`config.mk`:
```
export PLATFORM = sky130hd
export DESIGN_NAME = byte_run_length_encoder
export DESIGN_NICKNAME = d
export VERILOG_FILES = /design/src/rtl/core/brle_pkg.sv /design/src/rtl/core/brle_ram.sv /design/src/rtl/core/brle_cmd_fifo.sv /design/src/rtl/core/brle_front.sv /design/src/rtl/core/brle_back.sv /design/src/rtl/core/byte_run_length_encoder.sv
export VERILOG_INCLUDE_DIRS = /design/src /design/src/rtl/core
export SDC_FILE = /design/constraint.sdc
export NUM_CORES = 2
export LEC_CHECK = 0
export ABC_CLOCK_PERIOD_IN_PS = 15200
export BUFFER_PORTS_ARGS = -buffer_cell sky130_fd_sc_hd__buf_2
export CAP_MARGIN = 20
export CORE_UTILIZATION = 65
export CTS_CLUSTER_SIZE = 8
export DETAILED_ROUTE_END_ITERATION = 16
export GPL_ROUTABILITY_DRIVEN = 0
export PLACE_DENSITY = 0.82
export SKIP_LAST_GASP = 1
export SLEW_MARGIN = 20
export SYNTH_ARGS = -nofsm -noshare
export SYNTH_HDL_FRONTEND = slang
export SYNTH_SLANG_ARGS = --single-unit
```
`constraint.sdc`:
```
create_clock -name clk -period 15.2 [get_ports clk]
set_input_delay 3.8 -clock clk [delete_from_list [all_inputs] [get_ports clk]]
set_output_delay 3.8 -clock clk [all_outputs]
set_load 0.01 [all_outputs]
```
`src/rtl/core/byte_run_length_encoder_macros.svh`:
```
// Assertion macros shared by the run-length encoder RTL.
// Included by the modules that check their own control logic.
`ifndef BYTE_RUN_LENGTH_ENCODER_MACROS_SVH
`define BYTE_RUN_LENGTH_ENCODER_MACROS_SVH
`ifndef SYNTHESIS
`define BRLE_ASSERT(lbl, ck, rs, prop, msg) \
  lbl: assert property (@(posedge ck) disable iff (rs) (prop)) else $error(msg);
`define BRLE_NEVER(lbl, ck, rs, cond, msg) \
  lbl: assert property (@(posedge ck) disable iff (rs) !(cond)) else $error(msg);
`else
`define BRLE_ASSERT(lbl, ck, rs, prop, msg)
`define BRLE_NEVER(lbl, ck, rs, cond, msg)
`endif
`endif

```
`src/rtl/core/brle_pkg.sv`:
```
// Types, constants and command format of the byte run-length encoder.
// No dependencies; all files but the RAM and macro header import it.
`default_nettype none
package brle_pkg;

  localparam int LIT_MAX_DEFAULT = 127;
  localparam int RUN_MAX_DEFAULT = 130;
  localparam int DATA_W          = 8;
  localparam int LC_W            = 7;
  localparam int RL_W            = 8;
  localparam int WORD_BYTES      = 8;
  localparam int WORD_W          = WORD_BYTES * DATA_W;
  localparam int CNT_W           = 4;
  localparam int QUEUE_DEPTH     = 4;
  localparam int RUN_MIN         = 3;

  localparam logic [DATA_W-1:0] HDR_BASE   = 8'hFF;
  localparam logic [DATA_W-1:0] TERM_BYTE  = 8'h00;
  localparam logic [DATA_W-1:0] END_PLAIN  = 8'h00;
  localparam logic [DATA_W-1:0] END_TERM   = 8'h01;

  typedef enum logic [1:0] {
    CMD_FLUSH,
    CMD_RUN,
    CMD_END
  } cmd_op_t;

  typedef struct packed {
    cmd_op_t           op;
    logic [DATA_W-1:0] arg;
    logic [DATA_W-1:0] val;
  } cmd_t;

  typedef enum logic [2:0] {
    F_IDLE,
    F_EVAL,
    F_CL_FLUSH,
    F_CL_BODY,
    F_FIN,
    F_FIN_FLUSH,
    F_TERM
  } front_state_t;

  typedef enum logic [2:0] {
    B_IDLE,
    B_RUNVAL,
    B_LRD,
    B_LWR,
    B_FINAL
  } back_state_t;

endpackage
`default_nettype wire

```
`src/rtl/core/brle_ram.sv`:
```
// Generic single-write, single-read RAM with a registered read port.
// No dependencies.
`default_nettype none
module brle_ram #(
  parameter int WIDTH = 8,
  parameter int DEPTH = 16,
  localparam int AW = $clog2(DEPTH)
) (
  input  wire logic             clk,
  input  wire logic             we,
  input  wire logic [AW-1:0]    waddr,
  input  wire logic [WIDTH-1:0] wdata,
  input  wire logic             re,
  input  wire logic [AW-1:0]    raddr,
  output logic      [WIDTH-1:0] rdata
);

  logic [WIDTH-1:0] mem [DEPTH];

  always_ff @(posedge clk) begin
    if (we) begin
      mem[waddr] <= wdata;
    end
    if (re) begin
      rdata <= mem[raddr];
    end
  end

endmodule
`default_nettype wire

```
`src/rtl/core/brle_cmd_fifo.sv`:
```
// Short command queue between the encoder front and back.
// Depends on brle_pkg for the command type and depth.
`default_nettype none
module brle_cmd_fifo import brle_pkg::*; (
  input  wire logic clk,
  input  wire logic rst,
  input  wire logic push,
  input  wire cmd_t wr_cmd,
  output logic      full,
  input  wire logic pop,
  output cmd_t      rd_cmd,
  output logic      empty
);

  localparam int AW = $clog2(QUEUE_DEPTH);
  localparam int CW = $clog2(QUEUE_DEPTH + 1);

  cmd_t          mem [QUEUE_DEPTH];
  logic [AW-1:0] wptr;
  logic [AW-1:0] rptr;
  logic [CW-1:0] cnt;
  logic          do_push;
  logic          do_pop;

  assign full    = (cnt == CW'(QUEUE_DEPTH));
  assign empty   = (cnt == '0);
  assign do_push = push && !full;
  assign do_pop  = pop && !empty;
  assign rd_cmd  = mem[rptr];

  always_ff @(posedge clk) begin
    if (do_push) begin
      mem[wptr] <= wr_cmd;
    end
  end

  always_ff @(posedge clk) begin
    if (rst) begin
      wptr <= '0;
      rptr <= '0;
      cnt  <= '0;
    end else begin
      if (do_push) begin
        wptr <= (wptr == AW'(QUEUE_DEPTH - 1)) ? '0 : wptr + 1'b1;
      end
      if (do_pop) begin
        rptr <= (rptr == AW'(QUEUE_DEPTH - 1)) ? '0 : rptr + 1'b1;
      end
      case ({do_push, do_pop})
        2'b10: begin
          cnt <= cnt + 1'b1;
        end
        2'b01: begin
          cnt <= cnt - 1'b1;
        end
        default: begin
          cnt <= cnt;
        end
      endcase
    end
  end

endmodule
`default_nettype wire

```
`src/rtl/core/brle_front.sv`:
```
// Encoder front: accepts input bytes, tracks the run and the literal
// count, writes literal bytes and queues output commands. Uses brle_pkg.
`default_nettype none
`include "byte_run_length_encoder_macros.svh"
module brle_front import brle_pkg::*; #(
  parameter int LIT_MAX = LIT_MAX_DEFAULT,
  parameter int RUN_MAX = RUN_MAX_DEFAULT,
  localparam int AW = $clog2(LIT_MAX)
) (
  input  wire logic              clk,
  input  wire logic              rst,
  input  wire logic              in_valid,
  output logic                   in_stall,
  input  wire logic [DATA_W-1:0] data_byte,
  input  wire logic              is_final,
  output logic                   q_push,
  output cmd_t                   q_cmd,
  input  wire logic              q_full,
  input  wire logic              flush_done,
  output logic                   ram_we,
  output logic      [AW-1:0]     ram_waddr,
  output logic      [DATA_W-1:0] ram_wdata
);

  localparam int FCW = $clog2(QUEUE_DEPTH + 2);

  front_state_t      state, state_next;
  logic [DATA_W-1:0] b_reg, b_reg_next;
  logic              fin_reg, fin_reg_next;
  logic [DATA_W-1:0] rv, rv_next;
  logic [RL_W-1:0]   rl, rl_next;
  logic [LC_W-1:0]   lc, lc_next;
  logic [RL_W-1:0]   cl_len, cl_len_next;
  logic [DATA_W-1:0] cl_val, cl_val_next;
  logic              cl_force, cl_force_next;
  logic [FCW-1:0]    flush_cnt;
  logic [8:0]        lit_sum;
  logic [RL_W-1:0]   rl_inc;
  logic              need_flush;
  logic              extend;
  logic              flush_push;

  assign lit_sum    = {2'b00, lc} + {1'b0, cl_len};
  assign need_flush = (lc != '0) &&
                      (cl_force || (cl_len >= RL_W'(RUN_MIN)) || (lit_sum > 9'(LIT_MAX)));
  assign extend     = (rl != '0) && (b_reg == rv) && (rl < RL_W'(RUN_MAX));
  assign rl_inc     = rl + 1'b1;
  assign flush_push = q_push && (q_cmd.op == CMD_FLUSH);
  assign in_stall   = (state != F_IDLE);
  assign ram_waddr  = lc[AW-1:0];
  assign ram_wdata  = cl_val;

  always_comb begin
    state_next    = state;
    b_reg_next    = b_reg;
    fin_reg_next  = fin_reg;
    rv_next       = rv;
    rl_next       = rl;
    lc_next       = lc;
    cl_len_next   = cl_len;
    cl_val_next   = cl_val;
    cl_force_next = cl_force;
    q_push        = 1'b0;
    q_cmd         = '{op: CMD_END, arg: END_PLAIN, val: '0};
    ram_we        = 1'b0;
    case (state)
      F_IDLE: begin
        if (in_valid) begin
          b_reg_next   = data_byte;
          fin_reg_next = is_final;
          state_next   = F_EVAL;
        end
      end
      F_EVAL: begin
        if (extend) begin
          if (rl_inc == RL_W'(RUN_MAX)) begin
            cl_len_next   = rl_inc;
            cl_val_next   = rv;
            cl_force_next = 1'b0;
            rl_next       = '0;
            state_next    = F_CL_FLUSH;
          end else begin
            rl_next    = rl_inc;
            state_next = F_FIN;
          end
        end else begin
          rv_next = b_reg;
          rl_next = RL_W'(1);
          if (rl != '0) begin
            cl_len_next   = rl;
            cl_val_next   = rv;
            cl_force_next = 1'b0;
            state_next    = F_CL_FLUSH;
          end else begin
            state_next = F_FIN;
          end
        end
      end
      F_CL_FLUSH: begin
        if (!need_flush) begin
          state_next = F_CL_BODY;
        end else if (!q_full) begin
          q_push     = 1'b1;
          q_cmd      = '{op: CMD_FLUSH, arg: {1'b0, lc}, val: '0};
          lc_next    = '0;
          state_next = F_CL_BODY;
        end
      end
      F_CL_BODY: begin
        if (cl_len >= RL_W'(RUN_MIN)) begin
          if (!q_full) begin
            q_push     = 1'b1;
            q_cmd      = '{op: CMD_RUN, arg: HDR_BASE - (cl_len - RL_W'(RUN_MIN)),
                           val: cl_val};
            state_next = cl_force ? F_FIN_FLUSH : F_FIN;
          end
        end else if (flush_cnt == '0) begin
          ram_we      = 1'b1;
          lc_next     = lc + 1'b1;
          cl_len_next = cl_len - 1'b1;
          if (cl_len == RL_W'(1)) begin
            state_next = cl_force ? F_FIN_FLUSH : F_FIN;
          end
        end
      end
      F_FIN: begin
        if (!fin_reg) begin
          if (!q_full) begin
            q_push     = 1'b1;
            q_cmd      = '{op: CMD_END, arg: END_PLAIN, val: '0};
            state_next = F_IDLE;
          end
        end else begin
          rv_next = '0;
          rl_next = '0;
          if (rl != '0) begin
            cl_len_next   = rl;
            cl_val_next   = rv;
            cl_force_next = 1'b1;
            state_next    = F_CL_FLUSH;
          end else begin
            state_next = F_FIN_FLUSH;
          end
        end
      end
      F_FIN_FLUSH: begin
        if (lc == '0) begin
          state_next = F_TERM;
        end else if (!q_full) begin
          q_push     = 1'b1;
          q_cmd      = '{op: CMD_FLUSH, arg: {1'b0, lc}, val: '0};
          lc_next    = '0;
          state_next = F_TERM;
        end
      end
      F_TERM: begin
        if (!q_full) begin
          q_push     = 1'b1;
          q_cmd      = '{op: CMD_END, arg: END_TERM, val: '0};
          state_next = F_IDLE;
        end
      end
      default: begin
        state_next = F_IDLE;
      end
    endcase
  end

  always_ff @(posedge clk) begin
    if (rst) begin
      state     <= F_IDLE;
      rv        <= '0;
      rl        <= '0;
      lc        <= '0;
      flush_cnt <= '0;
    end else begin
      state <= state_next;
      rv    <= rv_next;
      rl    <= rl_next;
      lc    <= lc_next;
      case ({flush_push, flush_done})
        2'b10: begin
          flush_cnt <= flush_cnt + 1'b1;
        end
        2'b01: begin
          flush_cnt <= flush_cnt - 1'b1;
        end
        default: begin
          flush_cnt <= flush_cnt;
        end
      endcase
    end
  end

  always_ff @(posedge clk) begin
    b_reg    <= b_reg_next;
    fin_reg  <= fin_reg_next;
    cl_len   <= cl_len_next;
    cl_val   <= cl_val_next;
    cl_force <= cl_force_next;
  end

  `BRLE_ASSERT(a_lit_bound, clk, rst, lc <= LC_W'(LIT_MAX), "literal count above limit")
  `BRLE_ASSERT(a_run_bound, clk, rst, (state == F_IDLE) |-> (rl < RL_W'(RUN_MAX)), "run not closed")
  `BRLE_NEVER(a_flush_ack, clk, rst, flush_done && (flush_cnt == '0), "flush done with none pending")

endmodule
`default_nettype wire

```
`src/rtl/core/brle_back.sv`:
```
// Encoder back: executes queued commands, reads literal bytes and packs
// output bytes into words behind an output register. Uses brle_pkg.
`default_nettype none
`include "byte_run_length_encoder_macros.svh"
module brle_back import brle_pkg::*; #(
  parameter int LIT_MAX = LIT_MAX_DEFAULT,
  localparam int AW = $clog2(LIT_MAX)
) (
  input  wire logic              clk,
  input  wire logic              rst,
  input  wire logic              q_empty,
  input  wire cmd_t              q_cmd,
  output logic                   q_pop,
  output logic                   flush_done,
  output logic                   ram_re,
  output logic      [AW-1:0]     ram_raddr,
  input  wire logic [DATA_W-1:0] ram_rdata,
  output logic                   out_valid,
  input  wire logic              out_stall,
  output logic      [WORD_W-1:0] packed_bytes,
  output logic      [CNT_W-1:0]  byte_count,
  output logic                   last_for_item,
  output logic                   stream_done
);

  back_state_t       state, state_next;
  logic [DATA_W-1:0] cur_arg, cur_arg_next;
  logic [DATA_W-1:0] cur_val, cur_val_next;
  logic [LC_W-1:0]   idx, idx_next;
  logic [LC_W-1:0]   idx_inc;
  logic [WORD_W-1:0] acc;
  logic [CNT_W-1:0]  acc_cnt;
  logic              out_free;
  logic              byte_ok;
  logic              push_en;
  logic [DATA_W-1:0] push_byte;
  logic              fin_en;
  logic              fin_term;
  logic              word_load;

  assign out_free  = !out_valid || !out_stall;
  assign byte_ok   = (acc_cnt != CNT_W'(WORD_BYTES)) || out_free;
  assign idx_inc   = idx + 1'b1;
  assign ram_raddr = idx[AW-1:0];
  assign word_load = (push_en && (acc_cnt == CNT_W'(WORD_BYTES))) ||
                     (fin_en && (acc_cnt != '0));

  always_comb begin
    state_next   = state;
    cur_arg_next = cur_arg;
    cur_val_next = cur_val;
    idx_next     = idx;
    q_pop        = 1'b0;
    flush_done   = 1'b0;
    ram_re       = 1'b0;
    push_en      = 1'b0;
    push_byte    = q_cmd.arg;
    fin_en       = 1'b0;
    fin_term     = 1'b0;
    case (state)
      B_IDLE: begin
        if (!q_empty) begin
          case (q_cmd.op)
            CMD_FLUSH: begin
              if (byte_ok) begin
                q_pop        = 1'b1;
                push_en      = 1'b1;
                cur_arg_next = q_cmd.arg;
                idx_next     = '0;
                state_next   = B_LRD;
              end
            end
            CMD_RUN: begin
              if (byte_ok) begin
                q_pop        = 1'b1;
                push_en      = 1'b1;
                cur_val_next = q_cmd.val;
                state_next   = B_RUNVAL;
              end
            end
            CMD_END: begin
              if (q_cmd.arg == END_TERM) begin
                if (byte_ok) begin
                  q_pop      = 1'b1;
                  push_en    = 1'b1;
                  push_byte  = TERM_BYTE;
                  state_next = B_FINAL;
                end
              end else if (out_free || (acc_cnt == '0)) begin
                q_pop  = 1'b1;
                fin_en = 1'b1;
              end
            end
            default: begin
              q_pop = 1'b1;
            end
          endcase
        end
      end
      B_RUNVAL: begin
        push_byte = cur_val;
        if (byte_ok) begin
          push_en    = 1'b1;
          state_next = B_IDLE;
        end
      end
      B_LRD: begin
        ram_re     = 1'b1;
        flush_done = (idx_inc == cur_arg[LC_W-1:0]);
        state_next = B_LWR;
      end
      B_LWR: begin
        push_byte = ram_rdata;
        if (byte_ok) begin
          push_en    = 1'b1;
          idx_next   = idx_inc;
          state_next = (idx_inc == cur_arg[LC_W-1:0]) ? B_IDLE : B_LRD;
        end
      end
      B_FINAL: begin
        if (out_free) begin
          fin_en     = 1'b1;
          fin_term   = 1'b1;
          state_next = B_IDLE;
        end
      end
      default: begin
        state_next = B_IDLE;
      end
    endcase
  end

  always_ff @(posedge clk) begin
    cur_arg <= cur_arg_next;
    cur_val <= cur_val_next;
    idx     <= idx_next;
  end

  always_ff @(posedge clk) begin
    if (rst) begin
      state     <= B_IDLE;
      acc       <= '0;
      acc_cnt   <= '0;
      out_valid <= 1'b0;
    end else begin
      state <= state_next;
      if (word_load) begin
        out_valid <= 1'b1;
      end else if (out_valid && !out_stall) begin
        out_valid <= 1'b0;
      end
      if (push_en) begin
        if (acc_cnt == CNT_W'(WORD_BYTES)) begin
          packed_bytes  <= acc;
          byte_count    <= acc_cnt;
          last_for_item <= 1'b0;
          stream_done   <= 1'b0;
          acc           <= WORD_W'(push_byte);
          acc_cnt       <= CNT_W'(1);
        end else begin
          acc[{acc_cnt[2:0], 3'b000} +: DATA_W] <= push_byte;
          acc_cnt <= acc_cnt + 1'b1;
        end
      end else if (fin_en && (acc_cnt != '0)) begin
        packed_bytes  <= acc;
        byte_count    <= acc_cnt;
        last_for_item <= 1'b1;
        stream_done   <= fin_term;
        acc           <= '0;
        acc_cnt       <= '0;
      end
    end
  end

  `BRLE_ASSERT(a_out_count, clk, rst, out_valid |-> ((byte_count != '0) && (byte_count <= CNT_W'(WORD_BYTES))), "bad byte count")
  `BRLE_NEVER(a_done_last, clk, rst, out_valid && stream_done && !last_for_item, "terminator word not last")
  `BRLE_ASSERT(a_lit_index, clk, rst, (state == B_LRD) |-> (idx < cur_arg[LC_W-1:0]), "literal read past count")

endmodule
`default_nettype wire

```
`src/rtl/core/byte_run_length_encoder.sv`:
```
// Byte run-length encoder top level: front, command queue, back and the
// literal buffer RAM. Depends on brle_pkg and all brle_* modules.
//
// Input channel: one raw byte per transfer (data_byte), with is_final set on
// the last byte of a stream. Output channel: one word per transfer holding
// one to eight encoded bytes, first byte in bits 7:0, byte_count valid bytes,
// last_for_item on the final word caused by an input byte and stream_done
// on the word that carries the zero terminator. A byte that causes no
// encoded bytes produces no transfer.
// For each input byte the front captures it, evaluates the run and ends the
// item. A closing run adds a flush check plus its header or the bytes it adds
// to the literal, and the end of a stream adds a final flush and the terminator.
// The front holds literal writes until an earlier literal flush has been read
// out. The back emits one byte per cycle for headers and run values while the
// output is not stalled, and reads each literal RAM byte in a read state
// then a write state. Reset clears the run, literal count, queue and output
// register; the literal RAM is not cleared. When the receiver stalls the
// output word holds, the back stops, and once the four-entry queue fills
// the front stalls the input channel.
`default_nettype none
module byte_run_length_encoder import brle_pkg::*; #(
  parameter int LIT_MAX = LIT_MAX_DEFAULT,
  parameter int RUN_MAX = RUN_MAX_DEFAULT
) (
  input  wire logic              clk,
  input  wire logic              rst,
  input  wire logic              in_valid,
  output logic                   in_stall,
  input  wire logic [DATA_W-1:0] data_byte,
  input  wire logic              is_final,
  output logic                   out_valid,
  input  wire logic              out_stall,
  output logic      [WORD_W-1:0] packed_bytes,
  output logic      [CNT_W-1:0]  byte_count,
  output logic                   last_for_item,
  output logic                   stream_done
);

  localparam int AW = $clog2(LIT_MAX);

  logic              q_push;
  cmd_t              q_wr_cmd;
  logic              q_full;
  logic              q_pop;
  cmd_t              q_rd_cmd;
  logic              q_empty;
  logic              flush_done;
  logic              ram_we;
  logic [AW-1:0]     ram_waddr;
  logic [DATA_W-1:0] ram_wdata;
  logic              ram_re;
  logic [AW-1:0]     ram_raddr;
  logic [DATA_W-1:0] ram_rdata;

  brle_front #(
    .LIT_MAX(LIT_MAX),
    .RUN_MAX(RUN_MAX)
  ) u_front (
    .clk       (clk),
    .rst       (rst),
    .in_valid  (in_valid),
    .in_stall  (in_stall),
    .data_byte (data_byte),
    .is_final  (is_final),
    .q_push    (q_push),
    .q_cmd     (q_wr_cmd),
    .q_full    (q_full),
    .flush_done(flush_done),
    .ram_we    (ram_we),
    .ram_waddr (ram_waddr),
    .ram_wdata (ram_wdata)
  );

  brle_cmd_fifo u_fifo (
    .clk   (clk),
    .rst   (rst),
    .push  (q_push),
    .wr_cmd(q_wr_cmd),
    .full  (q_full),
    .pop   (q_pop),
    .rd_cmd(q_rd_cmd),
    .empty (q_empty)
  );

  brle_ram #(
    .WIDTH(DATA_W),
    .DEPTH(LIT_MAX)
  ) u_lit_ram (
    .clk  (clk),
    .we   (ram_we),
    .waddr(ram_waddr),
    .wdata(ram_wdata),
    .re   (ram_re),
    .raddr(ram_raddr),
    .rdata(ram_rdata)
  );

  brle_back #(
    .LIT_MAX(LIT_MAX)
  ) u_back (
    .clk          (clk),
    .rst          (rst),
    .q_empty      (q_empty),
    .q_cmd        (q_rd_cmd),
    .q_pop        (q_pop),
    .flush_done   (flush_done),
    .ram_re       (ram_re),
    .ram_raddr    (ram_raddr),
    .ram_rdata    (ram_rdata),
    .out_valid    (out_valid),
    .out_stall    (out_stall),
    .packed_bytes (packed_bytes),
    .byte_count   (byte_count),
    .last_for_item(last_for_item),
    .stream_done  (stream_done)
  );

endmodule
`default_nettype wire

```
* Word level (Yosys, flattened, before mapping)
Memories as Yosys holds them, arrays and structs flattened. A register that Yosys moved wholly into a read port is not among the register bits.
Index checks and enable logic that the tools add are counted.
** Storage, ports and cells
- Output and inout bits :: 72
- Register bits :: 226
- Input bits :: 13
- Memories :: 2
- RAM bits :: 1088
** Memory list
- u_lit_ram.mem :: depth 127, bits a word 8, rd ports 1, clocked after memory_dff 1, wr ports 1, RTL line brle_ram.sv:18 : logic [WIDTH-1:0] mem [DEPTH];
- u_fifo.mem :: depth 4, bits a word 18, rd ports 1, clocked after memory_dff 1, wr ports 1, RTL line brle_cmd_fifo.sv:18 : cmd_t mem [QUEUE_DEPTH];
** Cells by class
- Reduce and logical (&&, ||, !) cells :: 54
- Shift-type cells :: 2
- Equal/unequal tests :: 53
- Mux-type cells :: 132
- Order comparisons :: 3
- Bitwise gates (word level) :: 2
- Add/sub/neg operators :: 15
** Operators by type and width (count)
- two-way mux 64 bit :: 6
- two-way mux 8 bit :: 18
- two-way mux 18 bit :: 5
- one-hot mux 18 bit (4 select lines) :: 1
- two-way mux 3 bit :: 23
- bitwise mux 64 bit :: 1
- variable shift 8 x 8 -> 64 bit (first input constant) :: 1
- variable part select 8 x 8 -> 64 bit :: 1
- two-way mux 7 bit :: 9
- one-hot mux 8 bit (2 select lines) :: 3
- one-hot mux 8 bit (3 select lines) :: 2
- two-way mux 1 bit :: 39
- two-way mux 4 bit :: 6
- one-hot mux 3 bit (7 select lines) :: 1
- one-hot mux 7 bit (3 select lines) :: 1
- AND reduction 5 bit :: 4
- equality test 8 x 1 -> 1 bit (second input constant) :: 2
- inequality test 2 x 1 -> 1 bit (second input constant) :: 8
- equality test 3 bit (second input constant) :: 5
- one-hot mux 3 bit (5 select lines) :: 1
- adder 7 x 1 -> 7 bit (second input constant) :: 2
- inequality test 2 bit (second input constant) :: 7
- one-hot mux 7 bit (2 select lines) :: 1
- equality test 3 x 2 -> 1 bit (second input constant) :: 4
- other kinds (49) :: 110

* Logic depth before layout (Yosys ltp)
- Depth in word-level cells :: 12
- Gate-level depth with buffers :: 15

* Hierarchy
From an unflattened synthesis, not the netlist that was laid out.
** Second synthesis, totals
- Cell total of the unflattened synthesis :: 2913
- Area total of the unflattened synthesis :: 53243.6 µm²
** Modules (own cells, without submodules)
- brle_ram :: cells an instance 1835, sequential area each 30749.5 µm², area an instance 40033.4 µm², times used 1
- brle_back :: cells an instance 509, sequential area each 4204.0 µm², area an instance 6491.2 µm², times used 1
- brle_front :: cells an instance 421, sequential area each 1361.3 µm², area an instance 3626.0 µm², times used 1
- brle_cmd_fifo :: cells an instance 148, sequential area each 2342.2 µm², area an instance 3093.0 µm², times used 1

* Least setup slack after synthesis
Ideal clock, no wire load.
- Path type :: input to register
- Start point :: input port out_stall
- End point :: register u_back.byte_count[0], enable pin
- Setup time :: 0.584 ns
- Arrival time :: 9.270 ns
- Cell stages on the path :: 6
- Data required time :: 14.616 ns
- Path buffers :: 1
- Slack :: 5.346 ns
- Cells stage by stage :: nand2_1 -> o2111a_1 -> a31oi_1 -> and2_1 -> buf_6 -> nor3_1
** On the way
- Cells in the longest elaborated chain, start to end :: 11
- Elaborated cells on any way between the ends :: 19
** Ends and longest elaborated chain
- start: declaration :: RTL line byte_run_length_encoder.sv:32 : input wire logic out_stall,
- zero test 1 bit * :: RTL line brle_back.sv:41 : assign out_free = !out_valid || !out_stall;
- logical OR 1 bit * :: RTL line brle_back.sv:41
- parallel branches: the longest is 8 deep, another holds one-hot mux 1 bit (2 select lines)
- AND reduction 3 bit (no source line) *
- end signal: assignment :: RTL line brle_back.sv:155 : byte_count <= acc_cnt;
- end signal: assignment :: RTL line brle_back.sv:166 : byte_count <= acc_cnt;
- end: declaration :: RTL line brle_back.sv:21 : output logic [CNT_W-1:0] byte_count,
Every way passes the cells marked *.
A chain may end at the register's enable or synchronous reset.

* Worst setup path in the final report
- Start point :: register u_front.state[2]
- End point :: output port in_stall
** On the way
- Cells in the longest elaborated chain, start to end :: 1
** Ends and longest elaborated chain
- start: declaration :: RTL line brle_front.sv:27 : front_state_t state, state_next;
- start signal: assignment :: RTL line brle_front.sv:177 : state <= state_next;
- nonzero test 3 bit :: RTL line brle_front.sv:49 : assign in_stall = (state != F_IDLE);
- end: declaration :: RTL line byte_run_length_encoder.sv:28 : output logic in_stall,
No other way between the ends.

==> results.tsv <==
stage	metric	value	unit
timing	crit path time final	5660	ps
synthesis	Post-synth ARST share	0	%
synthesis	Post-Synthesis Cells	2657	
synthesis	Synth area leaders	edfxtp_1 70%, mux4_2 14%, dfxtp_1 4.2%, nor2_1 1.5%, a22o_1 0.77%	
min_path	hold depth	0	
placed_design	count of input and output buffers	84	
critical_path	R2R cell count	8	
finish	Filler cells	4166	
synthesis	number of synthesized flops with an enable pin	1214	
clock_network	Max H-tree Level	4	
timing	RSZ-0062 raised after global routing	false	
synthesis	Synthesized Nets	2703	
clock_network	CTS tree	yes	
min_path	hold crit path type	register to register	
finish	Inserted Diodes	0	
finish	share of cells above drive strength 1	24.0	%
grt	initial antenna violation count	2	
timing	fmax	177	MHz
timing	Slew HR	21.3	%
critical_path	worst setup path class	register to output pin	
synthesis	register area share after synthesis	74.2	%
finish	max FFs per register	1016	
grt	met2 Resource Use GR	52.7	%
clock_network	Worst-path clk slew	50	ps
timing	period utilization	37.2	%
finish	Nets	2875	
clock_network	Worst-Skew Late Latency	770	ps
grt	most used routing layer	met2	
clock_network	clock sinks	1324	
floorplanning	io pins	85	
timing	worst-margin pin slew	1170	ps
job	Max Cap Violations	0	
critical_path	worst-path maximum fanout	16	
grt	met1 usage	42.0	%
drt	post-route ant nets	0	
floorplanning	row count	103	
min_path	worst hold endpoint	u_back.packed_bytes[9]$_DFFE_PP_	
timing	final-report hold violation count	0	
timing	clock skew	54.7	ps
critical_path	RR Startpoint	u_back.ram_raddr[1]$_SDFFCE_PN0P_	
finish	biggest regs	u_lit_ram.mem x1016, u_fifo.mem x72	
drt	drt drc	0	
synthesis	area leader, netlist	edfxtp_1	
critical_path	worst path required time	11400	ps
critical_path	Critical-path top delay cell	or3_1	
pwr	Total Power	9.62	mW
grt	first-pass GRT wire length	187000	um
floorplanning	Die Area	81200	um^2
critical_path	Top delay family on crit path	simple AND/OR/NAND/NOR gates	
min_path	worst hold start	u_back.acc[9]$_SDFFE_PP0P_	
placed_design	DP HPWL	67400	um
timing	setup TNS	0	ps
critical_path	CP Capture Type	output pin	
synthesis	Yosys top cell area share	70.0	%
drt	WL/cell	32.0	um
synthesis	flops & latches, synth	1324	
critical_path	worst-path cell chain	or3_1 -> buf_2	
critical_path	largest stage delay on the critical path	480	ps
grt	GR Util met3	6.42	%
synthesis	commonest cells in the synthesized netlist	1214 x edfxtp_1, 332 x mux4_2, 207 x nor2_1, 110 x dfxtp_1, 95 x nand2_1	
synthesis	count leader, synth	edfxtp_1	
drt	DRT iter0 DRCs	4099	
clock_network	CTS root buf	clkbuf_16	
floorplanning	Core Area	79100	um^2
critical_path	Worst setup SP type	register	
grt	largest net degree at the start of global routing	131	
floorplanning	Starting Density	65.8	%
clock_network	Post-CTS Setup Repair Bufs	0	
drt	Vias/cell	7.06	
timing	Final Setup Violations	0	
clock_network	Post-CTS Resized	0	
floorplanning	die height	285	um
timing	Slew Limit Fails	0	
synthesis	top_reg_cell synth	edfxtp_1	
critical_path	CP Buf/Inv Count	1	
clock_network	CTS buffer count	183	
critical_path	reg2reg end	u_lit_ram.rdata[6]$_DFFE_PP_	
synthesis	syn_area_per_cell	19.6	um^2
clock_network	Hold Buf Count CTS	0	
status	outcome	finished, final reports clean	
clock_network	Clock Path Buffers	3	
pwr	Worst IR Drop VDD	139	uV
synthesis	Yosys warnings	0	
drt	DR vias	27900	
pwr	PwrDens	164	nW/um^2
finish	Area growth syn-to-layout	12.8	%
drt	routed wire length	126000	um
critical_path	critical path arrival	1860	ps
drt	DRT Pass-1 Iters	6	
grt	GRT Residual Overflow	0	
synthesis	synth unique cells	72	
finish	Top reg by flops	u_lit_ram.mem	
critical_path	internal reg-to-reg setup slack	10120	ps
floorplanning	Die W	285	um
grt	gr usage total	31.7	%
synthesis	mapped cell area	52100	um^2
pwr	leakage power	18.9	nW
grt	number of global-route vias before repair	28600	
finish	fin util	74.3	%
==> routing by layer <==
| layer | share of wire, % | vias up |
|---|---|---|
| li1 | - | 11200 |
| met1 | 36 | 14300 |
| met2 | 51 | 2038 |
| met3 | 9.8 | 367 |
| met4 | 3.8 | 4 |
| met5 | 0.024 | - |
==> metrics by stage <==
stage	instances	cell area [um^2]	hold WS, ps	setup slack [ps]
final	3943	58800	431	9540
after global placement	3691	53600	420	9320
after CTS	3940	58700	433	9520
after global routing	3943	58800	445	9490
after floorplan	2657	52100	409	5350
after detailed placement	3691	53600	417	9230
==> how the worst max path moves through the flow <==
stage | depth (start not counted) | start | slack (ps) | endpoint
final | 2 | u_front.state[2]$_SDFFE_PP0P_ | 9540 | in_stall
after global routing | 2 | u_front.state[0]$_SDFFE_PP0P_ | 9490 | in_stall
after CTS | 2 | u_front.state[0]$_SDFFE_PP0P_ | 9520 | in_stall
after detailed placement | 5 | rst | 9230 | u_back.acc[52]$_SDFFE_PP0P_
after global placement | 11 | out_stall | 9320 | u_fifo.cnt[2]$_SDFFE_PP0P_
after floorplan | 6 | out_stall | 5350 | u_back.byte_count[0]$_DFFE_PP_
==> placed cells by master (no fill, tap or decap), types with 46 or more instances in the layout <==
master,netlist,layout
edfxtp_1,1214,1214
nand2_1,95,91
nor2_1,207,207
clkbuf_16,0,183
clkbuf_1,86,50
mux4_2,332,332
buf_2,25,84
dfxtp_1,110,110
a22o_1,46,46
a21oi_1,55,55
==> power by group <==
| part | total (mW) | switching [mW] | internal [mW] |
|---|---|---|---|
| Sequential | 4.17 | 0.0822 | 4.09 |
| Combinational | 1.75 | 0.981 | 0.769 |
| Clock | 3.70 | 1.51 | 2.18 |
==> logic make-up (layout without fill, tap and decap cells) <==
logic type | after synthesis | after routing | share of synthesized area (%)
buffers and inverters | 167 | 403 | 1.29
AOI/OAI and AO/OA | 245 | 245 | 3.33
DFF | 1324 | 1324 | 74.2
and+or+nand+nor | 463 | 463 | 4.16
muxes | 380 | 380 | 15.3
adders and majority gates | 33 | 33 | 0.822
xor gates and xnor gates | 45 | 45 | 0.839
==> area by class of cell <==
class / instances / area [um^2] / share of cell area [%]
sequential: 1324 / 38700 / 65.8
clock inverter: 16 / 365 / 0.622
clock buffer: 233 / 4770 / 8.11
timing repair buffer: 123 / 767 / 1.31
inverter: 31 / 116 / 0.198
multi-input combinational: 1166 / 12800 / 21.7
tap: 1050 / 1310 / 2.24
Power figures use the tool's default switching activity.
